[config.mk]
export PLATFORM = sky130hd
export DESIGN_NAME = fidc_cfg
export DESIGN_NICKNAME = d
export VERILOG_FILES = /design/src/rtl/fidc_pkg.sv /design/src/rtl/fidc_cfg.sv
export SDC_FILE = /design/constraint.sdc
export NUM_CORES = 1
export LEC_CHECK = 0
export BUFFER_PORTS_ARGS = -buffer_cell sky130_fd_sc_hd__buf_2
export CAP_MARGIN = 20
export CORE_ASPECT_RATIO = 1.75
export CORE_MARGIN = 2
export CORE_UTILIZATION = 25
export CTS_CLUSTER_DIAMETER = 120
export DETAILED_ROUTE_END_ITERATION = 6
export HOLD_SLACK_MARGIN = 0.1
export PLACE_DENSITY = 0.54
export SKIP_CTS_REPAIR_TIMING = 1
export SLEW_MARGIN = 5
export SYNTH_ARGS = -nofsm -noshare
export SYNTH_HDL_FRONTEND = slang
export SYNTH_SLANG_ARGS = --single-unit
[constraint.sdc]
create_clock -name clk -period 1.4 [get_ports clk]
set_input_delay 0.21 -clock clk [delete_from_list [all_inputs] [get_ports clk]]
set_output_delay 0.21 -clock clk [all_outputs]
set_load 0.02 [all_outputs]
[src/rtl/fidc_pkg.sv]
`default_nettype none
package fidc_pkg;

    localparam int unsigned SampleW  = 16;
    localparam int unsigned SpaceW   = 15;
    localparam int unsigned LevelW   = 16;
    localparam int unsigned DutyW    = 23;
    localparam int unsigned StepW    = 18;
    localparam int unsigned DegW     = 17;
    localparam int unsigned OffW     = 18;
    localparam int unsigned ProdW    = 33;
    localparam int unsigned NumW     = 36;
    localparam int unsigned DenW     = 18;
    localparam int unsigned DvdW     = 35;
    localparam int unsigned DvsW     = 19;
    localparam int unsigned QuoW     = 17;
    localparam int unsigned AddrW    = 5;

    localparam logic [DegW-1:0] DegOne = 17'h10000;

    typedef enum logic [2:0] {
        REG_SETPOINT = 3'd0,
        REG_E_SPACE  = 3'd1,
        REG_D_SPACE  = 3'd2,
        REG_L_SMALL  = 3'd3,
        REG_L_MEDIUM = 3'd4,
        REG_L_BIG    = 3'd5,
        REG_L_HUGE   = 3'd6,
        REG_LIMIT    = 3'd7
    } reg_idx_t;

    typedef struct packed {
        logic signed [SampleW-1:0] setpoint;
        logic [SpaceW-1:0]         error_spacing;
        logic [SpaceW-1:0]         delta_spacing;
        logic [LevelW-1:0]         level_small;
        logic [LevelW-1:0]         level_medium;
        logic [LevelW-1:0]         level_big;
        logic [LevelW-1:0]         level_huge;
        logic [DutyW-1:0]          duty_limit;
    } cfg_t;

    typedef struct packed {
        logic            start;
        logic [DvdW-1:0] dividend;
        logic [DvsW-1:0] divisor;
    } div_req_t;

    typedef struct packed {
        logic            done;
        logic [QuoW-1:0] quotient;
    } div_rsp_t;

    typedef enum logic [3:0] {
        S_IDLE,
        S_DELTA,
        S_FZ_INIT,
        S_FZ_K,
        S_FZ_DIV,
        S_RULE,
        S_MUL,
        S_ACC,
        S_QDIV,
        S_DUTY,
        S_OUT
    } state_t;

    function automatic logic signed [SampleW-1:0] sat16(input logic signed [SampleW:0] v);
        logic signed [SampleW-1:0] r;
        if (v > 17'sd32767)
            r = 16'sh7fff;
        else if (v < -17'sd32768)
            r = 16'sh8000;
        else
            r = v[SampleW-1:0];
        return r;
    endfunction

    function automatic logic [SpaceW-1:0] eff_space(input logic [SpaceW-1:0] s);
        return (s == '0) ? SpaceW'(1) : s;
    endfunction

endpackage
`default_nettype wire

[src/rtl/fidc_cfg.sv]
`default_nettype none
module fidc_cfg
    import fidc_pkg::*;
(
    input  wire logic             clk,
    input  wire logic             rst_n,
    input  wire logic             psel,
    input  wire logic             penable,
    input  wire logic             pwrite,
    input  wire logic [AddrW-1:0] paddr,
    input  wire logic [31:0]      pwdata,
    output logic [31:0]           prdata,
    output logic                  pready,
    output cfg_t                  cfg
);

    cfg_t     cfg_reg;
    reg_idx_t idx;

    assign idx    = reg_idx_t'(paddr[AddrW-1:2]);
    assign pready = 1'b1;
    assign cfg    = cfg_reg;

    always_ff @(posedge clk or negedge rst_n)
    begin
        if (!rst_n)
        begin
            cfg_reg.setpoint      <= '0;
            cfg_reg.error_spacing <= 15'd512;
            cfg_reg.delta_spacing <= 15'd512;
            cfg_reg.level_small   <= 16'd328;
            cfg_reg.level_medium  <= 16'd655;
            cfg_reg.level_big     <= 16'd1638;
            cfg_reg.level_huge    <= 16'd3277;
            cfg_reg.duty_limit    <= 23'd5570560;
        end
        else if (psel && penable && pwrite)
        begin
            unique case (idx)
                REG_SETPOINT: cfg_reg.setpoint      <= pwdata[SampleW-1:0];
                REG_E_SPACE:  cfg_reg.error_spacing <= pwdata[SpaceW-1:0];
                REG_D_SPACE:  cfg_reg.delta_spacing <= pwdata[SpaceW-1:0];
                REG_L_SMALL:  cfg_reg.level_small   <= pwdata[LevelW-1:0];
                REG_L_MEDIUM: cfg_reg.level_medium  <= pwdata[LevelW-1:0];
                REG_L_BIG:    cfg_reg.level_big     <= pwdata[LevelW-1:0];
                REG_L_HUGE:   cfg_reg.level_huge    <= pwdata[LevelW-1:0];
                REG_LIMIT:    cfg_reg.duty_limit    <= pwdata[DutyW-1:0];
                default:      cfg_reg.duty_limit    <= cfg_reg.duty_limit;
            endcase
        end
    end

    always_comb
    begin
        unique case (idx)
            REG_SETPOINT: prdata = {{(32-SampleW){cfg_reg.setpoint[SampleW-1]}},
                                    cfg_reg.setpoint};
            REG_E_SPACE:  prdata = {{(32-SpaceW){1'b0}}, cfg_reg.error_spacing};
            REG_D_SPACE:  prdata = {{(32-SpaceW){1'b0}}, cfg_reg.delta_spacing};
            REG_L_SMALL:  prdata = {{(32-LevelW){1'b0}}, cfg_reg.level_small};
            REG_L_MEDIUM: prdata = {{(32-LevelW){1'b0}}, cfg_reg.level_medium};
            REG_L_BIG:    prdata = {{(32-LevelW){1'b0}}, cfg_reg.level_big};
            REG_L_HUGE:   prdata = {{(32-LevelW){1'b0}}, cfg_reg.level_huge};
            REG_LIMIT:    prdata = {{(32-DutyW){1'b0}}, cfg_reg.duty_limit};
            default:      prdata = '0;
        endcase
    end

endmodule
`default_nettype wire

==> impl_summary.md <==
Status
The flow ran to the end, but the final reports show violations. The final reports fail on setup timing.

Die
The core region is 27,000 sq um. The die area is 28,700 sq um. The floorplan has 80 rows.

The floorplan step set the die width to 129 microns. The die is 223 microns tall. The initial utilization of the core area, before any placement, comes to 25.2%. During I/O placement, the number of pins put on the boundary was 208.

Drt
After the first detailed-routing iteration, the DRC count stood at 216. The via-per-instance ratio is 4.53. The routed layout has 4,860 vias.

The average routed wire per standard cell is 21.4 microns. The number of search-and-repair iterations in the first detailed-routing pass is 4. In this run the remaining antenna-violating nets after routing total 0. The DRC violation count after routing is 0.

The total wirelength of the detailed-routed design is 22.9 mm.

Min path
The min-delay analysis places its worst path in the category in -> reg.

Power
The leakage power of the design is 0.00492 uW. Power comes to 15,000 uW. The areal power density over the cells is 1500 nW/um^2. VDD sags by at most 0.873 mV.

Worst setup path
The critical path goes through mux4_2, mux2_4, buf_6. The start point of the critical path is cfg[15]. Data on the critical path arrives at its endpoint at 1710 ps. The data required time of the worst path is 1190 ps. The slack of the worst reg-to-reg path is 470 ps. STA classifies the critical path endpoint as a primary output. In this design, the stage delay of the slowest critical-path cell is 460 ps. STA classifies the critical path startpoint as a register. The cell with the biggest individual delay on the critical path is sky130_fd_sc_hd__mux4_2. The worst reg-to-reg path cell count is 2. Of all nets on the critical path, the largest fanout is 2. The worst register-to-register path ends at cfg[31].

The worst setup path is of the reg -> out kind. The end point of the critical path is prdata[15]. The reg-to-reg startpoint is cfg[31].

Yosys
For this run, the register share of the synthesized area comes to 49.3%. The most common flop cell mapped by yosys is sky130_fd_sc_hd__dfrtp_1. The average size of a mapped cell is 14.8 sq um. The synthesized design contains 133 register bits. The number of nets in the synthesized netlist is 504. For this run, the number of Yosys warnings is 0.

In this run, synthesis inferred 0 flip-flops with an integrated enable. Counting distinct cell types in the post-synthesis netlist gives 37. After synthesis the cells add up to 6820 sq um.

Synthesis handed over a netlist of 462 instances. In the synthesized netlist the async set-or-reset flop fraction comes to 100%.

Clock tree
The clock reaches the later pin of the worst-skew pair after 440 ps. The clock buffer count from CTS is 17. The clock slew at the register clock pins of the worst setup and hold paths is 60 ps. The maximum clock insertion buffer count is 2. The total number of H-tree levels is 4. In this run the clock root is driven by a sky130_fd_sc_hd__clkbuf_16. The CTS tree is built.

Clock tree synthesis found a total of 133 sinks.

Timing
The period utilization is 137%. Setup repair after global routing could not meet its margin everywhere. For the final routed database, the setup TNS stands at -8800 ps. The final number of setup-violating endpoints is 35. Subtracting the final worst setup slack from the clock period gives 1920 ps. The hold violation count in the final report was 0. The fmax is 521 MHz. The worst path setup slack after routing is -521 ps. The count of final max-slew check failures is 0. For the final database, setup skew stands at 0 ps. Hold timing on the final database bottoms out at a slack of 123 ps.

GRT
The global-route wire length before repair is 33.5 mm. The number of global-route vias before repair is 5,180. The global-route usage over all layers is 16.2%.

The pin count of the biggest net entering global routing is 39. After global routing the overflow that remains totals 0. The initial antenna violation count came to 0.

Layout
The register with the most flip-flops in the layout has 133 of them. The final standard cell utilization of the core is 36.9%. The number of nets in the finished design is 774. The library cells used most frequently in the layout, excluding fill and tap cells, are sky130_fd_sc_hd__buf_2, sky130_fd_sc_hd__dfrtp_1, sky130_fd_sc_hd__mux2_4. Leaving out fill and tap cells, the most frequent cell in the layout is sky130_fd_sc_hd__buf_2. The layout-stage area growth over the synthesis result is 46.0%. The post-route netlist has 68.7% of its cells at a drive strength greater than 1. The repair_antennas step left the layout with diodes totalling 0.

Run
The number of maximum-capacitance constraint violations is 0.

Place
At the end of routability-driven placement, the weighted congestion stood at 0.859. The number of port buffers is 195. The post-DP HPWL is 17.4 mm.
[where the power goes]
part	switching [uW]	internal, uW	leakage, uW	total (uW)
logic	2420	2320	0.00299	4740
clock network	1720	3080	0.000302	4800
registers	695	4730	0.00163	5420
total	4830	10100	0.00492	15000
[area by class of cell]
class                   count  area [sq um]
fillers                  2623         17100
flip-flops and latches    133          3370
multi-input cells         282          3220
repair buffers            289          2300
clock buffers              25           515
well taps                 328           410
clock inverters             7           118
inverters                   9          33.8
[cell families after synthesis]
family / Yosys count / share of synthesized area, %
buffers and inverters: 47 / 5.69
flip-flops: 133 / 49.3
AND/OR/NAND/NOR: 53 / 6.58
multiplexers: 170 / 32.0
AO/OA/AOI/OAI: 58 / 6.38
other: 1 / 0.0550
[worst min-delay path by stage]
stage	start	slack, ps	endpoint	cells after the start
2_1_floorplan	rst_n	-90	cfg[0]	0
3_3_place_gp	rst_n	120	cfg[88]	1
3_5_place_dp	rst_n	120	cfg[88]	1
4_1_cts	rst_n	-360	cfg[88]	1
5_1_grt	pwdata[4]	110	cfg[106]	2
6_report	pwdata[4]	120	cfg[4]	2
[metrics by stage]
stage                     instances  cell area, sq um  worst slack, ps
after floorplan                 462              6890             -189
after global placement         1020              8730             -469
after detailed placement       1020              8730             -454
after CTS                      1052              9370             -577
after global routing           1073              9960             -556
final                          1073              9960             -521
[metal layers]
metal,GRT usage (%),vias up,wire [microns],share of wire (%)
li1,-,2225,-,-
met1,18.3,2471,8930,39
met2,28.4,127,12400,54
met3,3.61,37,874,3.8
met4,7.47,0,768,3.3
met5,0,-,0,0
[Yosys cell counts, types with 2 or more instances]
master | instances | area (sq um)
sky130_fd_sc_hd__o22a_1 | 10 | 87.6
sky130_fd_sc_hd__buf_12 | 8 | 160
sky130_fd_sc_hd__mux2_2 | 54 | 608
sky130_fd_sc_hd__nand2b_1 | 5 | 31.3
sky130_fd_sc_hd__or2_2 | 2 | 12.5
sky130_fd_sc_hd__buf_1 | 2 | 7.51
sky130_fd_sc_hd__mux2i_1 | 35 | 350
sky130_fd_sc_hd__a21o_1 | 7 | 52.6
sky130_fd_sc_hd__mux2_4 | 80 | 1200
sky130_fd_sc_hd__o32a_1 | 5 | 50.1
sky130_fd_sc_hd__inv_1 | 9 | 33.8
sky130_fd_sc_hd__dfrtp_1 | 105 | 2630
sky130_fd_sc_hd__o32ai_1 | 8 | 70.1
sky130_fd_sc_hd__buf_4 | 11 | 82.6
sky130_fd_sc_hd__dfstp_2 | 28 | 736
sky130_fd_sc_hd__nor2_8 | 8 | 160
sky130_fd_sc_hd__o22ai_1 | 26 | 163
sky130_fd_sc_hd__nand2_1 | 14 | 52.6
sky130_fd_sc_hd__clkbuf_1 | 3 | 11.3
sky130_fd_sc_hd__nor2b_1 | 14 | 87.6
sky130_fd_sc_hd__buf_2 | 11 | 55.1
sky130_fd_sc_hd__buf_6 | 2 | 22.5
[worst max-delay path, delay by kind of cell, from the launching register on]
kind	cells	cell delay (ps)
buffers and inverters	1	130
flip-flops	1	400
multiplexers	2	740
Power figures use the tool's default switching activity.
