==> src/rtl/fidc_pkg.sv <==
`default_nettype none
package fidc_pkg;

    localparam int unsigned SampleW  = 16;
    localparam int unsigned SpaceW   = 15;
    localparam int unsigned LevelW   = 16;
    localparam int unsigned DutyW    = 23;
    localparam int unsigned StepW    = 18;
    localparam int unsigned DegW     = 17;
    localparam int unsigned OffW     = 18;
    localparam int unsigned ProdW    = 33;
    localparam int unsigned NumW     = 36;
    localparam int unsigned DenW     = 18;
    localparam int unsigned DvdW     = 35;
    localparam int unsigned DvsW     = 19;
    localparam int unsigned QuoW     = 17;
    localparam int unsigned AddrW    = 5;

    localparam logic [DegW-1:0] DegOne = 17'h10000;

    typedef enum logic [2:0] {
        REG_SETPOINT = 3'd0,
        REG_E_SPACE  = 3'd1,
        REG_D_SPACE  = 3'd2,
        REG_L_SMALL  = 3'd3,
        REG_L_MEDIUM = 3'd4,
        REG_L_BIG    = 3'd5,
        REG_L_HUGE   = 3'd6,
        REG_LIMIT    = 3'd7
    } reg_idx_t;

    typedef struct packed {
        logic signed [SampleW-1:0] setpoint;
        logic [SpaceW-1:0]         error_spacing;
        logic [SpaceW-1:0]         delta_spacing;
        logic [LevelW-1:0]         level_small;
        logic [LevelW-1:0]         level_medium;
        logic [LevelW-1:0]         level_big;
        logic [LevelW-1:0]         level_huge;
        logic [DutyW-1:0]          duty_limit;
    } cfg_t;

    typedef struct packed {
        logic            start;
        logic [DvdW-1:0] dividend;
        logic [DvsW-1:0] divisor;
    } div_req_t;

    typedef struct packed {
        logic            done;
        logic [QuoW-1:0] quotient;
    } div_rsp_t;

    typedef enum logic [3:0] {
        S_IDLE,
        S_DELTA,
        S_FZ_INIT,
        S_FZ_K,
        S_FZ_DIV,
        S_RULE,
        S_MUL,
        S_ACC,
        S_QDIV,
        S_DUTY,
        S_OUT
    } state_t;

    function automatic logic signed [SampleW-1:0] sat16(input logic signed [SampleW:0] v);
        logic signed [SampleW-1:0] r;
        if (v > 17'sd32767)
            r = 16'sh7fff;
        else if (v < -17'sd32768)
            r = 16'sh8000;
        else
            r = v[SampleW-1:0];
        return r;
    endfunction

    function automatic logic [SpaceW-1:0] eff_space(input logic [SpaceW-1:0] s);
        return (s == '0) ? SpaceW'(1) : s;
    endfunction

endpackage
`default_nettype wire

==> src/rtl/fidc_div.sv <==
`default_nettype none
module fidc_div
    import fidc_pkg::*;
(
    input  wire logic clk,
    input  wire logic rst_n,
    input  div_req_t  req,
    output div_rsp_t  rsp
);

    // restoring divider, one quotient bit a cycle; quotient known to fit QuoW bits
    logic [DvsW-1:0] rem_reg, rem_next;
    logic [QuoW-1:0] low_reg, low_next;
    logic [QuoW-1:0] quo_reg, quo_next;
    logic [DvsW-1:0] dvs_reg, dvs_next;
    logic [4:0]      cnt_reg, cnt_next;
    logic            busy_reg, busy_next;
    logic            done_reg, done_next;
    logic [DvsW:0]   shifted;
    logic [DvsW+1:0] trial;

    assign shifted      = {rem_reg, low_reg[QuoW-1]};
    assign trial        = {1'b0, shifted} - {2'b00, dvs_reg};
    assign rsp.done     = done_reg;
    assign rsp.quotient = quo_reg;

    always_comb
    begin
        rem_next  = rem_reg;
        low_next  = low_reg;
        quo_next  = quo_reg;
        dvs_next  = dvs_reg;
        cnt_next  = cnt_reg;
        busy_next = busy_reg;
        done_next = 1'b0;
        if (req.start)
        begin
            rem_next  = {1'b0, req.dividend[DvdW-1:QuoW]};
            low_next  = req.dividend[QuoW-1:0];
            quo_next  = '0;
            dvs_next  = req.divisor;
            cnt_next  = 5'(QuoW);
            busy_next = 1'b1;
        end
        else if (busy_reg)
        begin
            if (!trial[DvsW+1])
                rem_next = trial[DvsW-1:0];
            else
                rem_next = shifted[DvsW-1:0];
            quo_next = {quo_reg[QuoW-2:0], ~trial[DvsW+1]};
            low_next = {low_reg[QuoW-2:0], 1'b0};
            cnt_next = cnt_reg - 5'd1;
            if (cnt_reg == 5'd1)
            begin
                busy_next = 1'b0;
                done_next = 1'b1;
            end
        end
    end

    always_ff @(posedge clk or negedge rst_n)
    begin
        if (!rst_n)
        begin
            busy_reg <= 1'b0;
            done_reg <= 1'b0;
            cnt_reg  <= '0;
        end
        else
        begin
            busy_reg <= busy_next;
            done_reg <= done_next;
            cnt_reg  <= cnt_next;
        end
    end

    always_ff @(posedge clk)
    begin
        rem_reg <= rem_next;
        low_reg <= low_next;
        quo_reg <= quo_next;
        dvs_reg <= dvs_next;
    end

endmodule
`default_nettype wire

==> config.mk <==
export PLATFORM = sky130hd
export DESIGN_NAME = fidc_div
export DESIGN_NICKNAME = d
export VERILOG_FILES = /design/src/rtl/fidc_pkg.sv /design/src/rtl/fidc_div.sv
export SDC_FILE = /design/constraint.sdc
export NUM_CORES = 1
export LEC_CHECK = 0
export ABC_AREA = 1
export BUFFER_PORTS_ARGS = -buffer_cell sky130_fd_sc_hd__buf_2
export CAP_MARGIN = 20
export CORE_ASPECT_RATIO = 2
export CORE_MARGIN = 5
export CORE_UTILIZATION = 55
export CTS_CLUSTER_SIZE = 25
export DETAILED_ROUTE_END_ITERATION = 7
export PLACE_DENSITY = 0.82
export SLEW_MARGIN = 25
export SYNTH_ARGS = -nofsm -noshare
export SYNTH_HDL_FRONTEND = slang
export SYNTH_SLANG_ARGS = --single-unit
==> constraint.sdc <==
create_clock -name clk -period 3.7 [get_ports clk]
set_input_delay 1.11 -clock clk [delete_from_list [all_inputs] [get_ports clk]]
set_output_delay 1.11 -clock clk [all_outputs]
set_load 0.02 [all_outputs]
==> results of run 1 <==
[final cells by class]
cell class | count | area, sq um
Fill cell | 628 | 2720
Sequential cell | 79 | 2160
Multi-Input combinational cell | 356 | 1850
Timing Repair Buffer | 78 | 413
Inverter | 83 | 312
Clock buffer | 11 | 243
Tap cell | 96 | 120
Clock inverter | 5 | 80.1
[path summary, 6_finish.rpt]
check / startpoint / end / slack, ps / depth (start not counted)
worst min register to register: quo_reg[16] / quo_reg[16] / 480 / 2
worst max register to register: rem_reg[15] / rem_reg[9] / 1180 / 10
worst min-delay path: quo_reg[16] / quo_reg[16] / 480 / 2
min in group asynchronous: rst_n / cnt_reg[3] / 600 / 1
worst max-delay path: rem_reg[15] / rem_reg[9] / 1180 / 10
max in group asynchronous: rst_n / cnt_reg[4] / 2930 / 1
[cell usage in the layout (no fill, tap or decap), drive strengths merged]
cell        n
xnor2       6
clkinv      4
nand2     170
dfrtp       7
ha         21
bufinv      2
and3        1
o21ai      37
nand3b      1
edfxtp     54
dfxtp      18
clkinvlp    1
nor3        5
o22ai      17
or2         3
a21oi      18
xor2        3
inv        81
nor2       38
fa          1
buf        78
nand4       6
clkbuf     11
o21bai      3
nand3      26
[metal layers]
metal	up-vias	part of all wire, %
met5	-	0
met4	0	2.2
met3	18	4.2
met2	99	57
met1	1736	37
li1	1879	-
[logic make-up after synthesis]
family	after synthesis
AND/OR/NAND/NOR	250
XOR/XNOR	9
flip-flops	79
AO/OA/AOI/OAI	75
adder cells (fa/ha/maj)	22
buffers and inverters	96
[power by group through the flow]
stage	registers, uW	clock network (uW)	logic (uW)
after floorplan	1260	0	1300
after global placement	1280	0	1600
after detailed placement	1280	0	1630
after CTS	1270	949	1660
after global routing	1280	991	1890
final	1270	940	1660
[worst reg2reg max path, cell delays in order (launching register included)]
cell and delay (ps):
edfxtp_1 410, ha_1 400, nand2_2 130, inv_1 50
nand2_1 130, a21oi_1 60, nor2_1 230, nand3_4 370
or2_1 350, nand3_1 80, nand2_1 50
[per-stage QoR]
stage | hold slack [ps] | utilization (%) | power [uW]
final | 485 | 65.6 | 3870
after global placement | 453 | 61.5 | 2870
after CTS | 489 | 65.6 | 3870
after floorplan | 443 | - | 2560
after detailed placement | 460 | 61.5 | 2910
after global routing | 516 | 65.6 | 4170
==> results.cfg, run 1 <==
[run_status]
outcome = finished clean

[timing]
clock_skew_ps = 9.87
fin_crit_sh_pct = 68.1
fin_ws_ps = 1180
setup_violations = 0
drv_slew = 0
relSlewSlack_pct = 61.6
worstMarginPinSlew_ps = 573
setup_tns_ps = 0
fin_crit_ps = 2520
max_freq_ghz = 0.397
hold_violations = 0
rsz0062_at_grt = false

[clocking]
clkTransAtPathRegs_ps = 60
cts_num_sinks = 79
cts_resized = 0
cts_setup_buffers = 0
hold_buffers = 0
cts_tree = done
cts_root_buffer = clkbuf_16
cts_buffers = 9
clk_latency_ps = 330
cts_buffer_depth = 2
htreeDepth = 3

[drt]
postRouteWirelength_mm = 10.4
first_pass_iters = 5
avgViaCountPerCell = 5.27
antenna_left = 0
drc = 0
vias = 3732
wire_per_inst_um = 14.7
drtIter0Drc = 212

[pwr]
power.share.clock_pct = 24.3
peakVddDrop_mv = 0.503
p_leak_uw = 0.00256
power_frac_comb_pct = 43.0
pwr-share-seq_pct = 32.7
powerDensity_mw_per_mm2 = 749
internal-power_uw = 2350
netSwitchingFraction_pct = 39.2
switching_power_uw = 1520

[placed_design]
hpwl_mm = 7.89
placed_area_sq_mm = 0.00485
dp.cells = 692
preCtsSetupSlack_ps = 1100
gp_congestion = 0.938
portBuffers = 74

[worst_setup_path]
crit_type = flip-flop to flip-flop
worstPathCellList = ha_1, nand2_2, inv_1, nand2_1, a21oi_1, nor2_1, nand3_4, or2_1, nand3_1, nand2_1
critPathMaxStageDelay_ps = 410
crit_path_top_delay_cell = edfxtp_1
cp_num_buf_inv = 1
cp_top_family = simple AND/OR/NAND/NOR gates
cp.arrival_ps = 2600
required_ps = 3780
worstSetupStartpointType = flip-flop
crit_fanout = 37
crit_top_cell = nand2_1
crit_path_end_kind = flip-flop

[yosys]
netlist_area_sq_mm = 0.00439
yosys_warnings = 0
syn_area_per_cell_sq_um = 8.27
synth_flop_cell = edfxtp_1
synth_compound_area_share_pct = 9.89
synthAdderAreaFrac_pct = 6.44
synth-simple-area-share_pct = 23.9
netlist_instances = 531
synth_common_cells = 166 x nand2_1, 77 x inv_1, 54 x edfxtp_1
synth.area.top_cells = edfxtp_1 37%, nand2_1 14%, dfxtp_1 8.2%
synth_mux_area_share_pct = 0
synthXorXnorAreaFrac_pct = 1.80
ys_seq_elements = 79
yosysMostFrequentCell = nand2_1
seq_area_frac_synth_pct = 49.1
synth_largest_area_cell = edfxtp_1
syn-num-nets = 610
synth-edff-count = 54
yosys.area.top_type_share_pct = 36.9
synth_top_family_by_area = simple AND/OR/NAND/NOR gates
ys_types = 34
synthArstFlopShare_pct = 8.86

[global_routing]
top_usage_layer = met2
grt.overflow.total = 0
met2_usage_pct = 41.8
grt_pass1_vias = 3882
use_met1_pct = 24.8
grt_usage_pct = 22.7
grt_max_degree = 42
met3_usage_pct = 4.22
antenna_found_initial = 0
grt_pass1_wl_mm = 17.5

[job]
maxCapViolations = 0

[floorplanning]
ios = 75
initial_utilization_pct = 55.7
coreArea_sq_mm = 0.00789
die_area_sq_mm = 0.00998
chipHeight_um = 136
core.rowCount = 46
die_w_um = 73.2

[finish]
nets = 686
drive_above_1_share_pct = 17.8
stdcell_count = 708
area_growth_pct = 17.8
stdcell_area_sq_mm = 0.00517
antennaDiodeCount = 0

[hold_path]
hp-class = flip-flop to flip-flop
Power figures use the tool's default switching activity.
==> run 2: changes to the inputs <==
--- a/config.mk
+++ b/config.mk
@@ -5,15 +5,15 @@
 export SDC_FILE = /design/constraint.sdc
 export NUM_CORES = 1
 export LEC_CHECK = 0
-export ABC_AREA = 1
+export ABC_AREA = 0
 export BUFFER_PORTS_ARGS = -buffer_cell sky130_fd_sc_hd__buf_2
 export CAP_MARGIN = 20
 export CORE_ASPECT_RATIO = 2
 export CORE_MARGIN = 5
-export CORE_UTILIZATION = 55
+export CORE_UTILIZATION = 51
 export CTS_CLUSTER_SIZE = 25
 export DETAILED_ROUTE_END_ITERATION = 7
-export PLACE_DENSITY = 0.82
+export PLACE_DENSITY = 0.81
 export SLEW_MARGIN = 25
 export SYNTH_ARGS = -nofsm -noshare
 export SYNTH_HDL_FRONTEND = slang
==> constraint.sdc (replaced) <==
create_clock -name clk -period 2.1 [get_ports clk]
set_input_delay 0.63 -clock clk [delete_from_list [all_inputs] [get_ports clk]]
set_output_delay 0.63 -clock clk [all_outputs]
set_load 0.02 [all_outputs]
==> results.cfg, run 2 <==
[clocking]
htreeDepth = 3
cts_tree = done
cts_root_buffer = clkbuf_16
cts_num_sinks = 79
clk_latency_ps = 340
cts_buffers = 9
clkTransAtPathRegs_ps = 60
cts_buffer_depth = 2
hold_buffers = 0

[yosys]
synth_flop_cell = edfxtp_1
ys_seq_elements = 79
synthArstFlopShare_pct = 8.86
netlist_instances = 379
yosysMostFrequentCell = edfxtp_1
yosys_warnings = 0
synth_common_cells = 54 x edfxtp_1, 32 x nor2_1, 23 x inv_1
yosys.area.top_type_share_pct = 38.0
ys_types = 52
syn_area_per_cell_sq_um = 11.2
synth.area.top_cells = edfxtp_1 38%, dfxtp_1 8.5%, ha_1 6.2%
seq_area_frac_synth_pct = 50.6
netlist_area_sq_mm = 0.00426
synth-edff-count = 54
synth_largest_area_cell = edfxtp_1
syn-num-nets = 458

[finish]
utilization_pct = 70.1
area_growth_pct = 35.4
antennaDiodeCount = 0
final_common_cell = buf_2
nFillCells = 596
stdcell_count = 619
drive_above_1_share_pct = 43.4
multi_input_area_sq_mm = 0.00215
final_cell_mix = 73 x buf_2, 72 x buf_4, 54 x edfxtp_1
nets = 595
seq_area_sq_mm = 0.00216

[placed_design]
gp_congestion = 0.843
preCtsSetupSlack_ps = -603
portBuffers = 74
hpwl_mm = 7.94
dp.cells = 596

[drt]
antenna_left = 0
vias = 3499
wire_per_inst_um = 17.6
avgViaCountPerCell = 5.65
first_pass_iters = 4
drtIter0Drc = 221
drc = 0
postRouteWirelength_mm = 10.9

[timing]
clock_skew_ps = 4.26
rsz0062_at_grt = true
setup_violations = 20
drv_slew = 0
relSlewSlack_pct = 74.0
max_freq_ghz = 0.378
fin_crit_ps = 2650
worstMarginPinSlew_ps = 384
fin_crit_sh_pct = 126
hold_violations = 0
fin_ws_ps = -546

[floorplanning]
chipHeight_um = 139
die_area_sq_mm = 0.0104
core.rowCount = 47
coreArea_sq_mm = 0.00823
ios = 75
initial_utilization_pct = 51.8
die_w_um = 74.6

[global_routing]
grt_pass1_vias = 3765
grt_pass1_wl_mm = 17.2
grt.overflow.total = 0
antenna_found_initial = 0
grt_max_degree = 34
grt_usage_pct = 21.6

[run_status]
outcome = finished, violations left
violations = negative setup slack

[worst_setup_path]
crit_fanout = 4
r2r-start = dvs_reg[13]
crit_type = flip-flop to flip-flop
cp.arrival_ps = 2730
worstSetupStartpointType = flip-flop
startpoint = dvs_reg[13]
ff2ff_setup_slack_ps = -550
reg2regPathDepth = 9
crit_path_end_kind = flip-flop
timing.rr.end = rem_reg[13]
crit_end = rem_reg[13]
required_ps = 2190

[pwr]
p_leak_uw = 0.00263
peakVddDrop_mv = 0.891
powerDensity_mw_per_mm2 = 1420
total_power_uw = 8220

[hold_path]
hp-class = primary input to asynchronous set/reset pin

[job]
maxCapViolations = 0
==> run 2: cell types whose count changed after synthesis, sizes merged, moves of 11 or more <==
cell,delta
o21ai,-29
inv,-57
nor2b,+18
mux2i,+18
nand3,-22
mux2,+20
o22ai,-17
nand2,-161
a221o,+12
nor3,+11
==> run 2: repair_timing <==
action                                  in CTS  in global routing
setup buffers                                5                  4
gates resized for setup                     18                 15
pin swaps                                    7                 15
endpoints found under the setup margin      20                 20
==> run 2: stage by stage <==
| step | TNS [ps] | cell area (sq um) | hold slack, ps |
|---|---|---|---|
| after floorplan | -9120 | 4350 | 334 |
| after global placement | -8050 | 5270 | 469 |
| after detailed placement | -9660 | 5270 | 468 |
| after CTS | -9290 | 5680 | 112 |
| after global routing | -10420 | 5770 | 122 |
| final | -8810 | 5770 | 115 |
==> run 2: cell type report <==
cell class | instances | area share [%]
Sequential cell | 79 | 37.4
Multi-Input combinational cell | 254 | 37.3
Timing Repair Buffer | 149 | 16.9
Clock buffer | 9 | 3.90
Tap cell | 98 | 2.12
Inverter | 23 | 1.56
Clock inverter | 7 | 0.781
==> run 2: how the worst min path moves through the flow <==
stage / cells after the start / start / slack (ps) / to
after floorplan: 0 / rst_n / 330 / busy_reg
after global placement: 1 / rst_n / 470 / done_reg
after detailed placement: 1 / rst_n / 470 / done_reg
after CTS: 1 / rst_n / 110 / cnt_reg[4]
after global routing: 1 / rst_n / 120 / cnt_reg[0]
final: 1 / rst_n / 120 / cnt_reg[4]
==> run 2: power breakdown <==
part	internal (uW)	total, uW	switching (uW)
Sequential	2120	2360	240
Clock	803	1440	641
Combinational	2280	4410	2130
Total	5210	8220	3010
==> run 2: logic make-up (layout without fill, tap and decap cells) <==
kind of cell / Yosys count / in the layout / synth area share (%)
compound gates: 72 / 72 / 12.5
flops: 79 / 79 / 50.6
simple gates: 104 / 104 / 12.6
xor+xnor: 18 / 18 / 3.70
fa+ha+maj: 22 / 22 / 6.63
mux: 38 / 38 / 9.51
buf+inv: 46 / 188 / 4.49
==> run 2: critical path, cell delays in order, from the launching register on <==
cell      delay (ps)
edfxtp_1         390
inv_2            100
ha_4             210
a21o_1           170
a31o_1           240
nor2b_4          130
a2111o_1         330
a21oi_4          230
mux2_4           340
mux2_4           270
==> run 2: layer usage <==
| metal | share of wire, % | track usage, % | routed length, um |
|---|---|---|---|
| met1 | 35 | 21.4 | 3780 |
| met2 | 57 | 39.6 | 6150 |
| met3 | 4.5 | 4.04 | 494 |
| met4 | 4.2 | 11.9 | 453 |
| met5 | 0 | 0 | 0 |
